$ cat src/hdl/lap_pkg.sv
// Package for the long-host-port argument parser.
// Holds the channel payload types, character classes and shared constants.
// No dependencies.
package lap_pkg;

    localparam int MaxFields = 512;
    localparam int AddrBytes = 16;
    localparam int IdxW      = $clog2(MaxFields + 1);
    localparam int AddrW     = $clog2(AddrBytes);
    localparam int SumW      = (IdxW + 1 > 10) ? IdxW + 1 : 10;
    localparam int QDepth    = 2;
    localparam int OutDepth  = 2;

    localparam logic [7:0] CH_NUL   = 8'h00;
    localparam logic [7:0] CH_TAB   = 8'h09;
    localparam logic [7:0] CH_CR    = 8'h0D;
    localparam logic [7:0] CH_SPACE = 8'h20;
    localparam logic [7:0] CH_COMMA = 8'h2C;
    localparam logic [7:0] CH_DIG0  = 8'h30;
    localparam logic [7:0] CH_DIG9  = 8'h39;

    localparam logic [7:0] FAM_IPV4 = 8'd4;
    localparam logic [7:0] FAM_IPV6 = 8'd6;

    localparam logic [1:0] ST_IPV4  = 2'd0;
    localparam logic [1:0] ST_IPV6  = 2'd1;
    localparam logic [1:0] ST_ERROR = 2'd2;
    localparam logic [1:0] ST_UNSUP = 2'd3;

    typedef struct packed {
        logic [7:0] ch;
        logic       last;
    } lap_in_t;

    typedef struct packed {
        logic [1:0]  status;
        logic [63:0] addr_first_half;
        logic [63:0] addr_second_half;
        logic [15:0] port;
    } lap_out_t;

    typedef enum logic [2:0] {
        CL_ZERO,
        CL_SPACE,
        CL_DIGIT,
        CL_COMMA,
        CL_OTHER
    } lap_class_t;

    typedef struct packed {
        lap_class_t cls;
        logic [3:0] digit;
        logic       last;
    } lap_item_t;

    typedef struct packed {
        logic full;
        logic empty;
    } lap_qstat_t;

endpackage

$ cat src/hdl/lap_front.sv
// Front stage of the parser: takes request characters and classifies them.
// Depends on lap_pkg.
module lap_front (
    input  logic               clk,
    input  logic               rst_n,
    input  logic               push,
    output logic               full,
    input  lap_pkg::lap_in_t   in_data,
    output logic               item_valid,
    output lap_pkg::lap_item_t item,
    input  logic               item_ready
);
    import lap_pkg::*;

    logic      valid_reg;
    logic      valid_next;
    lap_item_t item_reg;
    lap_item_t item_next;
    logic      accept;

    function automatic lap_item_t classify(lap_in_t d);
        lap_item_t r;
        r.last  = d.last;
        r.digit = 4'(d.ch - CH_DIG0);
        if (d.ch == CH_NUL)
            r.cls = CL_ZERO;
        else if (d.ch == CH_SPACE || (d.ch >= CH_TAB && d.ch <= CH_CR))
            r.cls = CL_SPACE;
        else if (d.ch >= CH_DIG0 && d.ch <= CH_DIG9)
            r.cls = CL_DIGIT;
        else if (d.ch == CH_COMMA)
            r.cls = CL_COMMA;
        else
            r.cls = CL_OTHER;
        return r;
    endfunction

    assign full   = valid_reg && !item_ready;
    assign accept = push && !full;

    always_comb
    begin
        valid_next = valid_reg;
        item_next  = item_reg;
        if (accept)
        begin
            valid_next = 1'b1;
            item_next  = classify(in_data);
        end
        else if (item_ready)
        begin
            valid_next = 1'b0;
        end
    end

    always_ff @(posedge clk or negedge rst_n)
    begin
        if (!rst_n)
            valid_reg <= 1'b0;
        else
            valid_reg <= valid_next;
    end

    always_ff @(posedge clk)
    begin
        item_reg <= item_next;
    end

    assign item_valid = valid_reg;
    assign item       = item_reg;

endmodule

$ cat src/hdl/lap_queue.sv
// Short queue of classified characters between the front and back stages.
// Depends on lap_pkg.
module lap_queue (
    input  logic                clk,
    input  logic                rst_n,
    input  logic                wr_en,
    input  lap_pkg::lap_item_t  wr_item,
    input  logic                rd_en,
    output lap_pkg::lap_item_t  rd_item,
    output lap_pkg::lap_qstat_t stat
);
    import lap_pkg::*;

    localparam int PtrW = (QDepth > 1) ? $clog2(QDepth) : 1;
    localparam int CntW = $clog2(QDepth + 1);

    lap_item_t       slot_reg [QDepth];
    logic [PtrW-1:0] wr_ptr_reg;
    logic [PtrW-1:0] wr_ptr_next;
    logic [PtrW-1:0] rd_ptr_reg;
    logic [PtrW-1:0] rd_ptr_next;
    logic [CntW-1:0] count_reg;
    logic [CntW-1:0] count_next;

    function automatic logic [PtrW-1:0] bump(logic [PtrW-1:0] p);
        return (p == PtrW'(QDepth - 1)) ? '0 : p + 1'b1;
    endfunction

    always_comb
    begin
        wr_ptr_next = wr_en ? bump(wr_ptr_reg) : wr_ptr_reg;
        rd_ptr_next = rd_en ? bump(rd_ptr_reg) : rd_ptr_reg;
        count_next  = count_reg;
        if (wr_en && !rd_en)
            count_next = count_reg + 1'b1;
        else if (rd_en && !wr_en)
            count_next = count_reg - 1'b1;
    end

    always_ff @(posedge clk or negedge rst_n)
    begin
        if (!rst_n)
        begin
            wr_ptr_reg <= '0;
            rd_ptr_reg <= '0;
            count_reg  <= '0;
        end
        else
        begin
            wr_ptr_reg <= wr_ptr_next;
            rd_ptr_reg <= rd_ptr_next;
            count_reg  <= count_next;
        end
    end

    always_ff @(posedge clk)
    begin
        if (wr_en)
            slot_reg[wr_ptr_reg] <= wr_item;
    end

    assign rd_item    = slot_reg[rd_ptr_reg];
    assign stat.full  = (count_reg == CntW'(QDepth));
    assign stat.empty = (count_reg == '0);

endmodule

$ cat src/hdl/lap_back.sv
// Back stage of the parser: field scanner, consistency check and result queue.
// Depends on lap_pkg.
module lap_back (
    input  logic                clk,
    input  logic                rst_n,
    input  logic                cfg_valid,
    input  logic                cfg_data,
    input  lap_pkg::lap_item_t  q_item,
    input  lap_pkg::lap_qstat_t q_stat,
    output logic                q_pop,
    output logic                empty,
    input  logic                pop,
    output lap_pkg::lap_out_t   out_data
);
    import lap_pkg::*;

    localparam int OutCntW  = $clog2(OutDepth + 1);
    localparam int OutPtrW  = (OutDepth > 1) ? $clog2(OutDepth) : 1;

    typedef enum logic [1:0] {
        PH_SKIP,
        PH_SCAN,
        PH_DONE
    } phase_t;

    typedef struct packed {
        phase_t                        phase;
        logic [IdxW-1:0]               idx;
        logic [7:0]                    accum;
        logic [7:0]                    family;
        logic [7:0]                    alen;
        logic [7:0]                    plen;
        logic [AddrBytes-1:0][7:0]     addr;
        logic [15:0]                   port;
        logic                          err;
    } scan_t;

    scan_t              scan_reg;
    scan_t              scan_next;
    logic               ipv6_en_reg;
    lap_out_t           res_reg [OutDepth];
    logic [OutPtrW-1:0] wr_ptr_reg;
    logic [OutPtrW-1:0] rd_ptr_reg;
    logic [OutCntW-1:0] count_reg;
    logic [OutCntW-1:0] count_next;
    lap_out_t           res_new;
    logic               res_push;
    logic               res_pop;

    function automatic scan_t cleared();
        scan_t r;
        r        = '0;
        r.phase  = PH_SKIP;
        return r;
    endfunction

    function automatic logic [OutPtrW-1:0] advance(logic [OutPtrW-1:0] p);
        return (p == OutPtrW'(OutDepth - 1)) ? '0 : p + 1'b1;
    endfunction

    // Stores the current field according to its position in the argument.
    function automatic scan_t close_field(scan_t s);
        scan_t           r;
        logic [IdxW-1:0] off;
        logic [SumW-1:0] k;
        logic [SumW-1:0] base;
        r    = s;
        off  = s.idx - IdxW'(2);
        k    = SumW'(s.idx);
        base = SumW'(s.alen) + SumW'(2);
        if (s.idx == IdxW'(0))
            r.family = s.accum;
        if (s.idx == IdxW'(1))
            r.alen = s.accum;
        if (k >= SumW'(2) && k < SumW'(2 + AddrBytes))
            r.addr[off[AddrW-1:0]] = s.accum;
        if (k >= SumW'(2))
        begin
            if (k == base)
                r.plen = s.accum;
            if (k == base + SumW'(1))
                r.port[15:8] = s.accum;
            if (k == base + SumW'(2))
                r.port[7:0] = s.accum;
        end
        r.accum = '0;
        return r;
    endfunction

    function automatic scan_t finish(scan_t s);
        scan_t r;
        r = s;
        if (s.phase != PH_DONE)
        begin
            r       = close_field(s);
            r.phase = PH_DONE;
        end
        return r;
    endfunction

    function automatic scan_t scan_char(scan_t s, lap_item_t it);
        scan_t       r;
        logic [11:0] prod;
        r    = s;
        prod = {1'b0, s.accum, 3'b000} + {3'b000, s.accum, 1'b0} + {8'h00, it.digit};
        unique case (it.cls)
            CL_ZERO, CL_SPACE:
                r = finish(s);
            CL_DIGIT:
                r.accum = prod[7:0];
            CL_COMMA:
            begin
                r     = close_field(s);
                r.idx = r.idx + 1'b1;
                // The field count limit closes an empty final field at once.
                if (r.idx >= IdxW'(MaxFields))
                    r = finish(r);
            end
            default:
            begin
                r.err   = 1'b1;
                r.phase = PH_DONE;
            end
        endcase
        return r;
    endfunction

    function automatic scan_t step(scan_t s, lap_item_t it);
        scan_t r;
        scan_t t;
        r       = s;
        t       = s;
        t.phase = PH_SCAN;
        unique case (s.phase)
            PH_SKIP:
            begin
                if (it.cls == CL_ZERO)
                    r = finish(s);
                else if (it.cls != CL_SPACE)
                    r = scan_char(t, it);
            end
            PH_SCAN:
                r = scan_char(s, it);
            default:
                r = s;
        endcase
        return r;
    endfunction

    function automatic logic [63:0] pack(scan_t s, int from, int count);
        logic [63:0] w;
        logic [7:0]  b;
        w = '0;
        for (int i = 0; i < 8; i++)
        begin
            b = '0;
            if (i < count && from + i < AddrBytes)
                b = s.addr[AddrW'(from + i)];
            w = {w[55:0], b};
        end
        return w;
    endfunction

    function automatic lap_out_t make_result(scan_t s, logic v6_en);
        lap_out_t r;
        logic     ok;
        r  = '0;
        r.status = ST_ERROR;
        ok = !s.err &&
             (SumW'(s.idx) + SumW'(1) == SumW'(s.alen) + SumW'(s.plen) + SumW'(3));
        if (ok)
        begin
            if (s.family == FAM_IPV4)
            begin
                r.status          = ST_IPV4;
                r.addr_first_half = pack(s, 0, 4);
                r.port            = s.port;
            end
            else if (s.family == FAM_IPV6 && v6_en)
            begin
                r.status           = ST_IPV6;
                r.addr_first_half  = pack(s, 0, 8);
                r.addr_second_half = pack(s, 8, 8);
                r.port             = s.port;
            end
            else
            begin
                r.status = ST_UNSUP;
            end
        end
        return r;
    endfunction

    always_comb
    begin
        scan_t stepped;
        scan_t done;
        stepped   = step(scan_reg, q_item);
        done      = finish(stepped);
        res_new   = make_result(done, ipv6_en_reg);
        q_pop     = !q_stat.empty && (!q_item.last || count_reg != OutCntW'(OutDepth));
        res_push  = q_pop && q_item.last;
        res_pop   = pop && !empty;
        scan_next = scan_reg;
        if (q_pop)
            scan_next = q_item.last ? cleared() : stepped;
        count_next = count_reg;
        if (res_push && !res_pop)
            count_next = count_reg + 1'b1;
        else if (res_pop && !res_push)
            count_next = count_reg - 1'b1;
    end

    always_ff @(posedge clk or negedge rst_n)
    begin
        if (!rst_n)
        begin
            scan_reg    <= cleared();
            ipv6_en_reg <= 1'b1;
            wr_ptr_reg  <= '0;
            rd_ptr_reg  <= '0;
            count_reg   <= '0;
        end
        else
        begin
            scan_reg  <= scan_next;
            count_reg <= count_next;
            if (cfg_valid)
                ipv6_en_reg <= cfg_data;
            if (res_push)
                wr_ptr_reg <= advance(wr_ptr_reg);
            if (res_pop)
                rd_ptr_reg <= advance(rd_ptr_reg);
        end
    end

    always_ff @(posedge clk)
    begin
        if (res_push)
            res_reg[wr_ptr_reg] <= res_new;
    end

    assign empty    = (count_reg == '0);
    assign out_data = res_reg[rd_ptr_reg];

endmodule

$ cat src/hdl/lprt_address_parser.sv
// Top level of the long-host-port argument parser.
// Depends on lap_pkg, lap_front, lap_queue and lap_back.
//
// Characters of an argument are written one per request on the input queue
// port: a request is taken at a clock edge where push is high and full is low.
// The request marked last closes the argument and produces exactly one result
// request; all other characters produce none. A result stays on out_data while
// empty is low and leaves at an edge where pop is high.
// The path is front register, a two-entry character queue, then the scanner,
// which updates the field state once for each character, so one character
// is taken every cycle while full is low. A result is written into the result
// queue when the scanner takes its last character from the character queue.
// The result queue holds two results. When it is full the scanner stops on the
// next last character, the character queue and front register fill, and full
// rises; nothing is dropped.
// Reset empties all queues, clears the scan state and sets ipv6_enable. The
// configuration channel is always ready and should only be written while idle.
module lprt_address_parser (
    input  logic              clk,
    input  logic              rst_n,
    input  logic              cfg_valid,
    output logic              cfg_ready,
    input  logic              cfg_data,
    input  logic              push,
    output logic              full,
    input  lap_pkg::lap_in_t  in_data,
    output logic              empty,
    input  logic              pop,
    output lap_pkg::lap_out_t out_data
);
    import lap_pkg::*;

    logic       f_valid;
    lap_item_t  f_item;
    logic       q_push;
    logic       q_pop;
    lap_item_t  q_item;
    lap_qstat_t q_stat;

    assign cfg_ready = 1'b1;
    assign q_push    = f_valid && !q_stat.full;

    lap_front u_front (
        .clk        (clk),
        .rst_n      (rst_n),
        .push       (push),
        .full       (full),
        .in_data    (in_data),
        .item_valid (f_valid),
        .item       (f_item),
        .item_ready (!q_stat.full)
    );

    lap_queue u_queue (
        .clk     (clk),
        .rst_n   (rst_n),
        .wr_en   (q_push),
        .wr_item (f_item),
        .rd_en   (q_pop),
        .rd_item (q_item),
        .stat    (q_stat)
    );

    lap_back u_back (
        .clk       (clk),
        .rst_n     (rst_n),
        .cfg_valid (cfg_valid && cfg_ready),
        .cfg_data  (cfg_data),
        .q_item    (q_item),
        .q_stat    (q_stat),
        .q_pop     (q_pop),
        .empty     (empty),
        .pop       (pop),
        .out_data  (out_data)
    );

    // The scanner must never take from an empty character queue.
    assert property (@(posedge clk) disable iff (!rst_n) q_pop |-> !q_stat.empty)
        else $error("scanner read from an empty character queue");

    // Back-pressure reaches the input only when the front register is occupied.
    assert property (@(posedge clk) disable iff (!rst_n) full |-> f_valid && q_stat.full)
        else $error("full raised without a blocked front register");

    // A character taken at the input is held in the front register next cycle.
    assert property (@(posedge clk) disable iff (!rst_n) push && !full |=> f_valid)
        else $error("accepted character lost in the front stage");

endmodule

$ cat config.mk
export PLATFORM = sky130hd
export DESIGN_NAME = lprt_address_parser
export DESIGN_NICKNAME = d
export VERILOG_FILES = /design/src/hdl/lap_pkg.sv /design/src/hdl/lap_front.sv /design/src/hdl/lap_queue.sv /design/src/hdl/lap_back.sv /design/src/hdl/lprt_address_parser.sv
export SDC_FILE = /design/constraint.sdc
export NUM_CORES = 1
export LEC_CHECK = 0
export ABC_CLOCK_PERIOD_IN_PS = 12400
export BUFFER_PORTS_ARGS = -buffer_cell sky130_fd_sc_hd__buf_2
export CORE_UTILIZATION = 50
export DETAILED_ROUTE_END_ITERATION = 8
export HOLD_SLACK_MARGIN = 0.12
export PLACE_DENSITY = 0.66
export SLEW_MARGIN = 10
export SYNTH_ARGS = -nofsm -noshare
export SYNTH_HDL_FRONTEND = slang
export SYNTH_SLANG_ARGS = --single-unit
$ cat constraint.sdc
create_clock -name clk -period 12.4 [get_ports clk]
set_input_delay 0 -clock clk [delete_from_list [all_inputs] [get_ports clk]]
set_output_delay 0 -clock clk [all_outputs]
set_load 0.05 [all_outputs]
==> results.md, run 1 <==
- Leak: 9.00 nW
- Arr. time, crit path: 9.80 ns
- Hpwl dp: 35.6 mm
- Worst path most repeated cell: nor2_1
- Max Slew Vio Count: 0
- Crit. End Element: register
- Die Y: 199 um
- Slew Limit Headroom: 18.8%
- Total number of vias: 14412
- Crit path kind: reg2reg
- Initial antenna violation count: 1
- CTS H-tree lvls: 2
- CP startpoint kind: register
- Area Growth Syn to Fin: 10.1%
- FMAX: 105 MHz
- PwrDens: 245 nW/um2
- Number of synthesized flops with an enable pin: 188
- Grt ovf: 0
- Maxcap violations: 0
- Setup ws final: 2.90 ns
- Hold Slack: 0.185 ns
- Setup Skew: 0.0140 ns
- Number of hold violations in the final report: 0
- FILL cells: 3273
- Leading post-synthesis cells by cell area: edfxtp_1 29%, dfrtp_1 17%, mux2_2 8.3%
- Clock sinks: 323
- Layout cells sized above 1: 21.3%
- Synth top area share: 29.2%
- Worst VDD drop: 0.121 mV
- CTS tree: yes
- Pre-CTS setup slack: 3.06 ns
- Number of vias per cell: 6.13
- All-Layer GR Usage: 27.9%
- Final Cycle Share: 76.6%
- Most frequent cells in the layout: 188 x edfxtp_1, 150 x nand2_1, 143 x mux2_2
- GPL Wtd Cong: 0.949
- I/O pin count: 164
- Max reg flops: 164
- # DRC: 0
- RSZ-0062 raised after global routing: false
- Worst-margin pin slew: 1.22 ns
- CP max stage cell: or3_2
- CP max FO: 50
- Antenna-violating nets left: 0
- Vias in the first global route: 13778
- DIE WIDTH: 199 um
- Worst Path Buf+Inv: 1
- Cell family with most CP delay: simple AND/OR/NAND/NOR gates
- Worst Hold Class: in2reg
- Clock Pin Slew Worst Setup and Hold Paths: 0.06 ns
- Cell count after synthesis: 1752
- # setup viols final: 0
- WL final: 54.8 mm
- Max clock buf depth: 3
- First-pass GRT wire length: 82.8 mm
- Worst path depth: 27
- CTS Root Cell: clkbuf_16
- R2R depth: 27
- Status: finished, final reports clean
- Port-buffer cells: 98
- Most common cell after layout, fill and taps aside: edfxtp_1
- Drt first pass iters: 6
- Distinct cells, synth: 101
- Area leader, netlist: edfxtp_1
- Largest net degree at the start of global routing: 74
- Synthesis-stage register bit count: 323
- Initial DRC Count: 1207
- Core area: 37800 um2
- Total CTS buffers: 36
- PostCTS Resize Cnt: 0
- Site Rows: 71
- TNS Setup: 0 ns
- Mean area per synthesized cell: 11.0 um2
- Sequential cell area fraction in the yosys report: 46.7%
- Req. time, crit path: 12.70 ns
- Initial Utilization: 51.1%
- Tmin final: 9.50 ns
- Final net count: 1871
- Critical Path Max Stage Delay: 1.05 ns
- Asr flop ratio synth: 41.8%
- Die Area: 39500 um2
- Top FF cell, synth: edfxtp_1
- Final core occ: 56.3%
- Synthesized cell area: 19300 um2
- Clock insertion delay at the later pin of the skew report: 0.54 ns
- Routed wire per std cell: 23.3 um
- Synth warn: 0
- WHS Path Cells: 2
-- cells in the mapped netlist, drive strengths merged, types with 9 or more instances --
| cell | number |
|---|---|
| edfxtp | 188 |
| nand2 | 150 |
| mux2 | 143 |
| dfrtp | 134 |
| nor2 | 109 |
| buf | 97 |
| clkbuf | 96 |
| a22o | 91 |
| o21ai | 74 |
| xnor2 | 62 |
| a21oi | 50 |
| and3 | 46 |
| a211oi | 44 |
| mux2i | 44 |
| ha | 43 |
| inv | 33 |
| o211a | 30 |
| nand3 | 27 |
| xor2 | 27 |
| a221oi | 20 |
| nor3 | 20 |
| and2 | 13 |
| nand2b | 12 |
| nand4 | 12 |
| o22ai | 12 |
| a21o | 10 |
| a22oi | 9 |
-- worst reg2reg max path: stages (launching register included) --
cell	delay, ns
dfrtp_1	0.81
nor2_1	0.20
a32oi_1	0.85
nor2_1	0.13
a221oi_1	0.32
o21ai_0	0.13
o221ai_1	0.20
inv_1	0.16
ha_1	0.25
or3_1	0.44
nand2_1	0.21
xnor2_1	0.12
or4_1	0.54
or4_4	0.63
a21o_1	0.20
ha_1	0.22
fa_1	0.40
a21oi_1	0.20
o21bai_1	0.09
xor2_1	0.28
and3_1	0.26
and3_1	0.21
xnor3_1	0.34
mux2i_1	0.13
nor2_1	0.10
o221ai_1	0.28
or3_2	1.05
a211oi_1	0.52
-- metal layers --
metal | up-vias | part of all wire (%) | track usage (%)
met1 | 7198 | 43 | 38.3
met2 | 568 | 46 | 43.9
met3 | 114 | 7.5 | 5.51
met5 | - | 0 | 0
li1 | 6532 | - | -
met4 | 0 | 3.3 | 10.3
-- final timing paths --
| kind | start | end | slack (ns) |
|---|---|---|---|
| worst min register to register | u_front.item[1] | u_queue.slot_reg[0][1] | 0.45 |
| worst min-delay path | in_data[0] | u_front.item[0] | 0.19 |
| worst max register to register | u_queue.rd_ptr_reg | u_back.res_reg[1][121] | 2.90 |
| min in group asynchronous | rst_n | u_back.scan_reg[182] | 0.55 |
| worst max-delay path | u_queue.rd_ptr_reg | u_back.res_reg[1][121] | 2.90 |
| max in group asynchronous | rst_n | u_back.scan_reg[28] | 10.88 |
-- area by class of cell --
class,count,area (um2),share of cell area [%]
repair buffers,150,950,4.46
multi-input cells,1265,9430,44.3
inverters,34,128,0.599
well taps,511,639,3.00
clock buffers,53,1030,4.82
flip-flops and latches,323,9030,42.4
clock inverters,13,86.3,0.405
diodes,1,2.50,0.0118
-- power by group --
part / switching (mW) / internal (mW)
logic: 1.86 / 0.743
clock network: 0.436 / 0.580
registers: 0.175 / 1.43
total: 2.48 / 2.75
-- through the flow --
stage | power [mW] | cell area (um2) | cells
6_report | 5.22 | 21300 | 2350
5_1_grt | 5.48 | 21300 | 2349
4_1_cts | 5.23 | 21300 | 2349
3_5_place_dp | 4.20 | 20000 | 2265
3_3_place_gp | 4.18 | 20000 | 2265
2_1_floorplan | 3.49 | 19600 | 1815
-- logic make-up after synthesis --
group | after synthesis | synth area share [%]
AND/OR/NAND/NOR | 457 | 12.1
AO/OA/AOI/OAI | 418 | 16.9
flip-flops | 323 | 46.7
buffers and inverters | 227 | 5.95
multiplexers | 187 | 10.6
XOR/XNOR | 92 | 4.59
adder cells (fa/ha/maj) | 46 | 3.09
other | 2 | 0.0388
-- repair_timing --
action	4_1_cts	5_1_grt
setup endpoints to repair	0	0
hold buffers	18	0
buffers inserted	0	0
endpoints found under the hold margin	82	0
Note: power is estimated with default switching activity, not from simulation.
==> run 2: changes to the inputs <==
--- a/config.mk
+++ b/config.mk
@@ -5,7 +5,7 @@
 export SDC_FILE = /design/constraint.sdc
 export NUM_CORES = 1
 export LEC_CHECK = 0
-export ABC_CLOCK_PERIOD_IN_PS = 12400
+export ABC_CLOCK_PERIOD_IN_PS = 9300
 export BUFFER_PORTS_ARGS = -buffer_cell sky130_fd_sc_hd__buf_2
 export CORE_UTILIZATION = 50
 export DETAILED_ROUTE_END_ITERATION = 8
==> constraint.sdc (replaced) <==
create_clock -name clk -period 9.3 [get_ports clk]
set_input_delay 0 -clock clk [delete_from_list [all_inputs] [get_ports clk]]
set_output_delay 0 -clock clk [all_outputs]
set_load 0.05 [all_outputs]
==> run 2 against run 1 <==
Effect of this change: sequential share of layout area decreased by 0.41 points; count of clock-buffer cells in the layout fell by 7; critical endpoint is now u_back.res_reg[1][120]; hold slack worse by 0.038 ns; worst setup slack got worse by 2.4 ns; routed wire length increased by 0.85%.
==> results.md, run 2 (synthesis gave the netlist of run 1 again) <==
- Crit. End Element: register
- Die Y: 199 um
- Final net count: 1884
- Setup Skew: 0.0335 ns
- Grt ovf: 0
- Hpwl dp: 36.1 mm
- Req. time, crit path: 9.60 ns
- Max Slew Vio Count: 0
- Layout cells sized above 1: 22.4%
- Vias in the first global route: 13830
- Slew Limit Headroom: 28.5%
- Port-buffer cells: 98
- Diodes inserted: 0
- R2R depth: 27
- CTS Root Cell: clkbuf_16
- TNS Setup: 0 ns
- Site Rows: 71
- Drt first pass iters: 5
- RSZ-0062 raised after global routing: false
- Critical Path Max Stage Delay: 0.84 ns
- FILL cells: 3276
- CP max stage cell: a22oi_1
- Die Area: 39500 um2
- Initial antenna violation count: 0
- Wire length on met1: 24.2 mm
- Maxcap violations: 0
- Clock sinks: 323
- Final Cycle Share: 94.6%
- Most common cell after layout, fill and taps aside: edfxtp_1
- Reg2reg start: u_queue.slot_reg[1][6]
- Cell family with most CP delay: simple AND/OR/NAND/NOR gates
- Total CTS buffers: 35
- CTS H-tree lvls: 2
- CTS tree: yes
- PnR Total Power: 7.08 mW
- Number of hold violations in the final report: 0
- Max reg flops: 164
- Flop2flop setup slack: 0.50 ns
- Area Growth Syn to Fin: 11.2%
- Core area: 37800 um2
- Most frequent cells in the layout: 188 x edfxtp_1, 150 x nand2_1, 143 x mux2_2
- Max clock buf depth: 3
- Worst r2r dst: u_back.res_reg[1][120]
- Worst-margin pin slew: 1.06 ns
- Sw frac: 46.7%
- CP max FO: 50
- I/O pin count: 164
- Worst VDD drop: 0.234 mV
- Clock insertion delay at the later pin of the skew report: 0.54 ns
- # setup viols final: 0
- Tmin final: 8.80 ns
- Crit path kind: reg2reg
- Sequential Power Share: 29.9%
- Critical path destination: u_back.res_reg[1][120]
- First-pass GRT wire length: 83.4 mm
- All-Layer GR Usage: 28.3%
- Number of vias per cell: 6.13
- Antenna-violating nets left: 0
- WL met3: 3.81 mm
- Initial Utilization: 51.1%
- # DRC: 0
- Total number of vias: 14456
- Leak: 9.12 nW
- Clock Pin Slew Worst Setup and Hold Paths: 0.06 ns
- FMAX: 114 MHz
- Top Layer Used: met4
- GPL Wtd Cong: 0.938
- WL final: 55.3 mm
- Worst path depth: 27
- Worst Hold Class: in2reg
- Routed wire per std cell: 23.4 um
- Arr. time, crit path: 9.10 ns
- Status: finished, final reports clean
- WHS Path Cells: 6
- CP startpoint kind: register
- PwrDens: 329 nW/um2
- Largest net degree at the start of global routing: 68
- DIE WIDTH: 199 um
- Pint: 3.77 mW
- Crit path launch: u_queue.slot_reg[1][6]
- Sw Pwr: 3.31 mW
- Initial DRC Count: 1130
- Worst Path Buf+Inv: 2
- Clock Power Share: 20.3%
- DR WL met2: 25.3 mm
- Post-CTS Setup Inserts: 0
- Combinational power share: 49.7%
[run 2: cell count changes in the layout (fill, tap and decap cells not counted), moves of 2 or more]
cell / before / now
buf_4: 34 / 47
clkbuf_1: 13 / 5
bufinv_16: 0 / 4
clkbuf_8: 2 / 5
clkbuf_16: 38 / 36
[run 2: worst min-delay path: stages]
cell     delay [ns]
buf_2          0.09
nor2_1         0.04
nand3_1        0.08
nor2_1         0.04
a21oi_1        0.11
o22ai_1        0.13
[run 2: through the flow]
stage          instance area, um2  setup slack (ns)  utilization (%)  std cells  hold slack [ns]
2_1_floorplan               19600              1.22                -       1815           -0.296
3_3_place_gp                20100             0.938             53.1       2279           0.0796
3_5_place_dp                20100             0.574             53.1       2279           0.0863
4_1_cts                     21500             0.538             56.8       2360            0.128
5_1_grt                     21500            0.0468             56.8       2360            0.188
6_report                    21500             0.499             56.8       2360            0.147
[run 2: what timing repair did]
item                                    CTS  global route
hold endpoints to repair                 88             0
endpoints found under the setup margin    0           106
hold buffers                             18             0
gates resized for setup                   0             4
[run 2: cell type report]
| class | instances | area [um2] | area share, % |
|---|---|---|---|
| inverter | 34 | 128 | 0.594 |
| tap | 511 | 639 | 2.97 |
| clock inverter | 17 | 203 | 0.943 |
| clock buffer | 46 | 988 | 4.60 |
| timing repair buffer | 164 | 1070 | 4.96 |
| sequential | 323 | 9030 | 42.0 |
| multi-input combinational | 1265 | 9450 | 43.9 |
[run 2: power groups by stage]
stage / logic (mW) / registers (mW) / clock network (mW)
after global routing: 3.75 / 2.15 / 1.51
after detailed placement: 3.48 / 2.14 / 0
after CTS: 3.50 / 2.11 / 1.46
after global placement: 3.47 / 2.13 / 0
after floorplan: 2.61 / 2.04 / 0
final: 3.52 / 2.12 / 1.44
[run 2: how the worst min path moves through the flow]
stage | from | endpoint | slack, ns
after global routing | in_data[8] | u_front.item[6] | 0.19
after floorplan | rst_n | u_back.count_reg[0] | -0.30
after detailed placement | rst_n | u_back.scan_reg[68] | 0.09
after global placement | rst_n | u_back.scan_reg[68] | 0.08
after CTS | in_data[8] | u_front.item[6] | 0.13
final | in_data[8] | u_front.item[6] | 0.15
[run 2: per-layer routing]
layer	GRT usage, %	vias to the layer above
li1	-	6556
met4	10.7	0
met2	44.5	549
met5	0	-
met1	39.5	7252
met3	4.31	99
==> run 3: changes to the inputs <==
--- a/config.mk
+++ b/config.mk
@@ -5,12 +5,12 @@
 export SDC_FILE = /design/constraint.sdc
 export NUM_CORES = 1
 export LEC_CHECK = 0
-export ABC_CLOCK_PERIOD_IN_PS = 9300
+export ABC_CLOCK_PERIOD_IN_PS = 7450
 export BUFFER_PORTS_ARGS = -buffer_cell sky130_fd_sc_hd__buf_2
 export CORE_UTILIZATION = 50
 export DETAILED_ROUTE_END_ITERATION = 8
 export HOLD_SLACK_MARGIN = 0.12
-export PLACE_DENSITY = 0.66
+export PLACE_DENSITY = 0.68
 export SLEW_MARGIN = 10
 export SYNTH_ARGS = -nofsm -noshare
 export SYNTH_HDL_FRONTEND = slang
==> constraint.sdc (replaced) <==
create_clock -name clk -period 7.45 [get_ports clk]
set_input_delay 0.745 -clock clk [delete_from_list [all_inputs] [get_ports clk]]
set_output_delay 0.745 -clock clk [all_outputs]
set_load 0.05 [all_outputs]
==> run 3 against run 2 <==
Effect of this change: first-iteration DRC count increased by 16%; maximum frequency increased by 23%; count of clock-buffer cells in the layout unchanged; hold slack improved by 0.017 ns; critical path depth increased by 2; die area unchanged; largest power group unchanged; highest routed layer unchanged.
==> results.md, run 3 (synthesis gave the netlist of run 1 again) <==
- Status: finished, final reports clean
- Site Rows: 71
- Slew Limit Headroom: 10.2%
- Post-Layout Cell Count: 2401
- Worst path depth: 29
- Grt ovf: 0
- Crit. End Element: register
- FILL cells: 3202
- Max clock buf depth: 3
- Worst-margin pin slew: 1.35 ns
- Clock Power Share: 18.9%
- Max reg flops: 164
- CTS tree: yes
- I/O pin count: 164
- Area Growth Syn to Fin: 14.4%
- Tmin final: 7.16 ns
- Leak: 9.33 nW
- Crit path kind: reg2reg
- Initial DRC Count: 1307
- Core area: 37800 um2
- WL final: 55.6 mm
- Cell family with most CP delay: simple AND/OR/NAND/NOR gates
- Combinational power share: 52.0%
- Multi-input logic area: 9820 um2
- Critical Path Max Stage Delay: 0.52 ns
- Critical path destination: u_back.res_reg[0][10]
- FMAX: 140 MHz
- Routed wire per std cell: 23.2 um
- Total CTS buffers: 35
- Most frequent cells in the layout: 188 x edfxtp_1, 149 x nand2_1, 143 x mux2_2
- Setup Skew: 0.0195 ns
- Number of vias per cell: 6.15
- Worst VDD drop: 0.197 mV
- Placed cell count: 2324
- Drt first pass iters: 6
- R2R depth: 29
- GPL Wtd Cong: 0.914
- Hold Slack: 0.165 ns
- Initial Utilization: 51.1%
- Worst Path Buf+Inv: 3
- Most common cell after layout, fill and taps aside: edfxtp_1
- CTS H-tree lvls: 2
- Diodes inserted: 0
- Die Y: 199 um
- # DRC: 0
- Worst Hold Class: in2async
- Sequential Power Share: 29.1%
- Clock sinks: 323
- Flop2flop setup slack: 0.29 ns
- All-Layer GR Usage: 27.8%
- Pint: 4.77 mW
- Number of hold violations in the final report: 0
- Vias in the first global route: 14110
- Antenna-violating nets left: 0
- Largest net degree at the start of global routing: 80
- Max Slew Vio Count: 0
- Port-buffer cells: 98
- Crit path launch: u_back.scan_reg[185]
- Final Cycle Share: 96.1%
- Sw frac: 46.7%
- CP max stage cell: or4_1
- Worst r2r dst: u_back.res_reg[0][10]
- PwrDens: 405 nW/um2
- Hpwl dp: 36.8 mm
- DIE WIDTH: 199 um
- Layout cells sized above 1: 27.1%
- Clock insertion delay at the later pin of the skew report: 0.53 ns
- Final net count: 1924
- First-pass GRT wire length: 83.0 mm
- Sw Pwr: 4.17 mW
- CP max FO: 13
- Arr. time, crit path: 7.49 ns
- Area taken by flip-flops and latches: 9030 um2
- Die Area: 39500 um2
- CTS Root Cell: clkbuf_16
- Reg2reg start: u_back.scan_reg[185]
- # setup viols final: 0
- Req. time, crit path: 7.78 ns
- Total number of vias: 14758
- Initial antenna violation count: 1
- CP startpoint kind: register
- TNS Setup: 0 ns
- Hold-fix buffer count after cts: 0
- Clock Pin Slew Worst Setup and Hold Paths: 0.06 ns
- Maxcap violations: 0
[run 3: power groups by stage]
stage	registers, mW	logic [mW]	clock network (mW)
floorplan	2.54	3.28	0
global placement	2.61	4.48	0
detailed placement	2.64	4.50	0
CTS	2.60	4.52	1.72
global route	2.64	4.93	1.78
finish	2.60	4.65	1.69
[run 3: metal layers]
layer | wire length [um] | global-route usage (%) | share of wire, %
met1 | 23800 | 37.9 | 43
met2 | 25400 | 44.1 | 46
met3 | 4020 | 4.49 | 7.2
met4 | 2330 | 11.5 | 4.2
met5 | 0 | 0 | 0
[run 3: metrics by stage]
| step | total power [mW] | cell area, um2 | setup WS (ns) | util (%) |
|---|---|---|---|---|
| finish | 8.95 | 22100 | 0.293 | 58.4 |
| global route | 9.36 | 22100 | -0.0164 | 58.4 |
| CTS | 8.84 | 21600 | 0.0244 | 57.1 |
| detailed placement | 7.14 | 20500 | -0.0175 | 54.2 |
| global placement | 7.09 | 20500 | 0.222 | 54.2 |
| floorplan | 5.81 | 19600 | -0.0476 | - |
[run 3: layout make-up]
class | instances | share of cell area, %
Multi-Input combinational cell | 1265 | 44.4
Sequential cell | 323 | 40.8
Timing Repair Buffer | 204 | 6.26
Clock buffer | 46 | 4.33
Tap cell | 511 | 2.89
Clock inverter | 18 | 0.707
Inverter | 34 | 0.577
[run 3: worst min path at each step]
stage | depth (start not counted) | slack [ns] | end | startpoint
floorplan | 0 | 0.42 | u_queue.slot_reg[0][0] | u_front.item[0]
global placement | 0 | 0.43 | u_queue.slot_reg[1][2] | u_front.item[2]
detailed placement | 0 | 0.43 | u_queue.slot_reg[1][4] | u_front.item[4]
CTS | 1 | 0.19 | u_back.scan_reg[71] | rst_n
global route | 1 | 0.22 | u_back.scan_reg[66] | rst_n
finish | 1 | 0.16 | u_back.scan_reg[70] | rst_n
[run 3: worst reg2reg max path, delay by kind of cell (launching register included)]
family	cells	cell delay, ns
and+or+nand+nor	13	3.69
AOI/OAI and AO/OA	6	0.85
xor gates and xnor gates	3	0.62
buffers and inverters	3	0.61
adders and majority gates	3	0.61
DFF	1	0.42
muxes	1	0.13
[run 3: repair_timing]
action	4_1_cts	5_1_grt
setup buffers	1	7
gates cloned	0	5
setup endpoints to repair	10	162
pin swaps	1	8
endpoints found under the hold margin	0	0
resized for setup	1	56
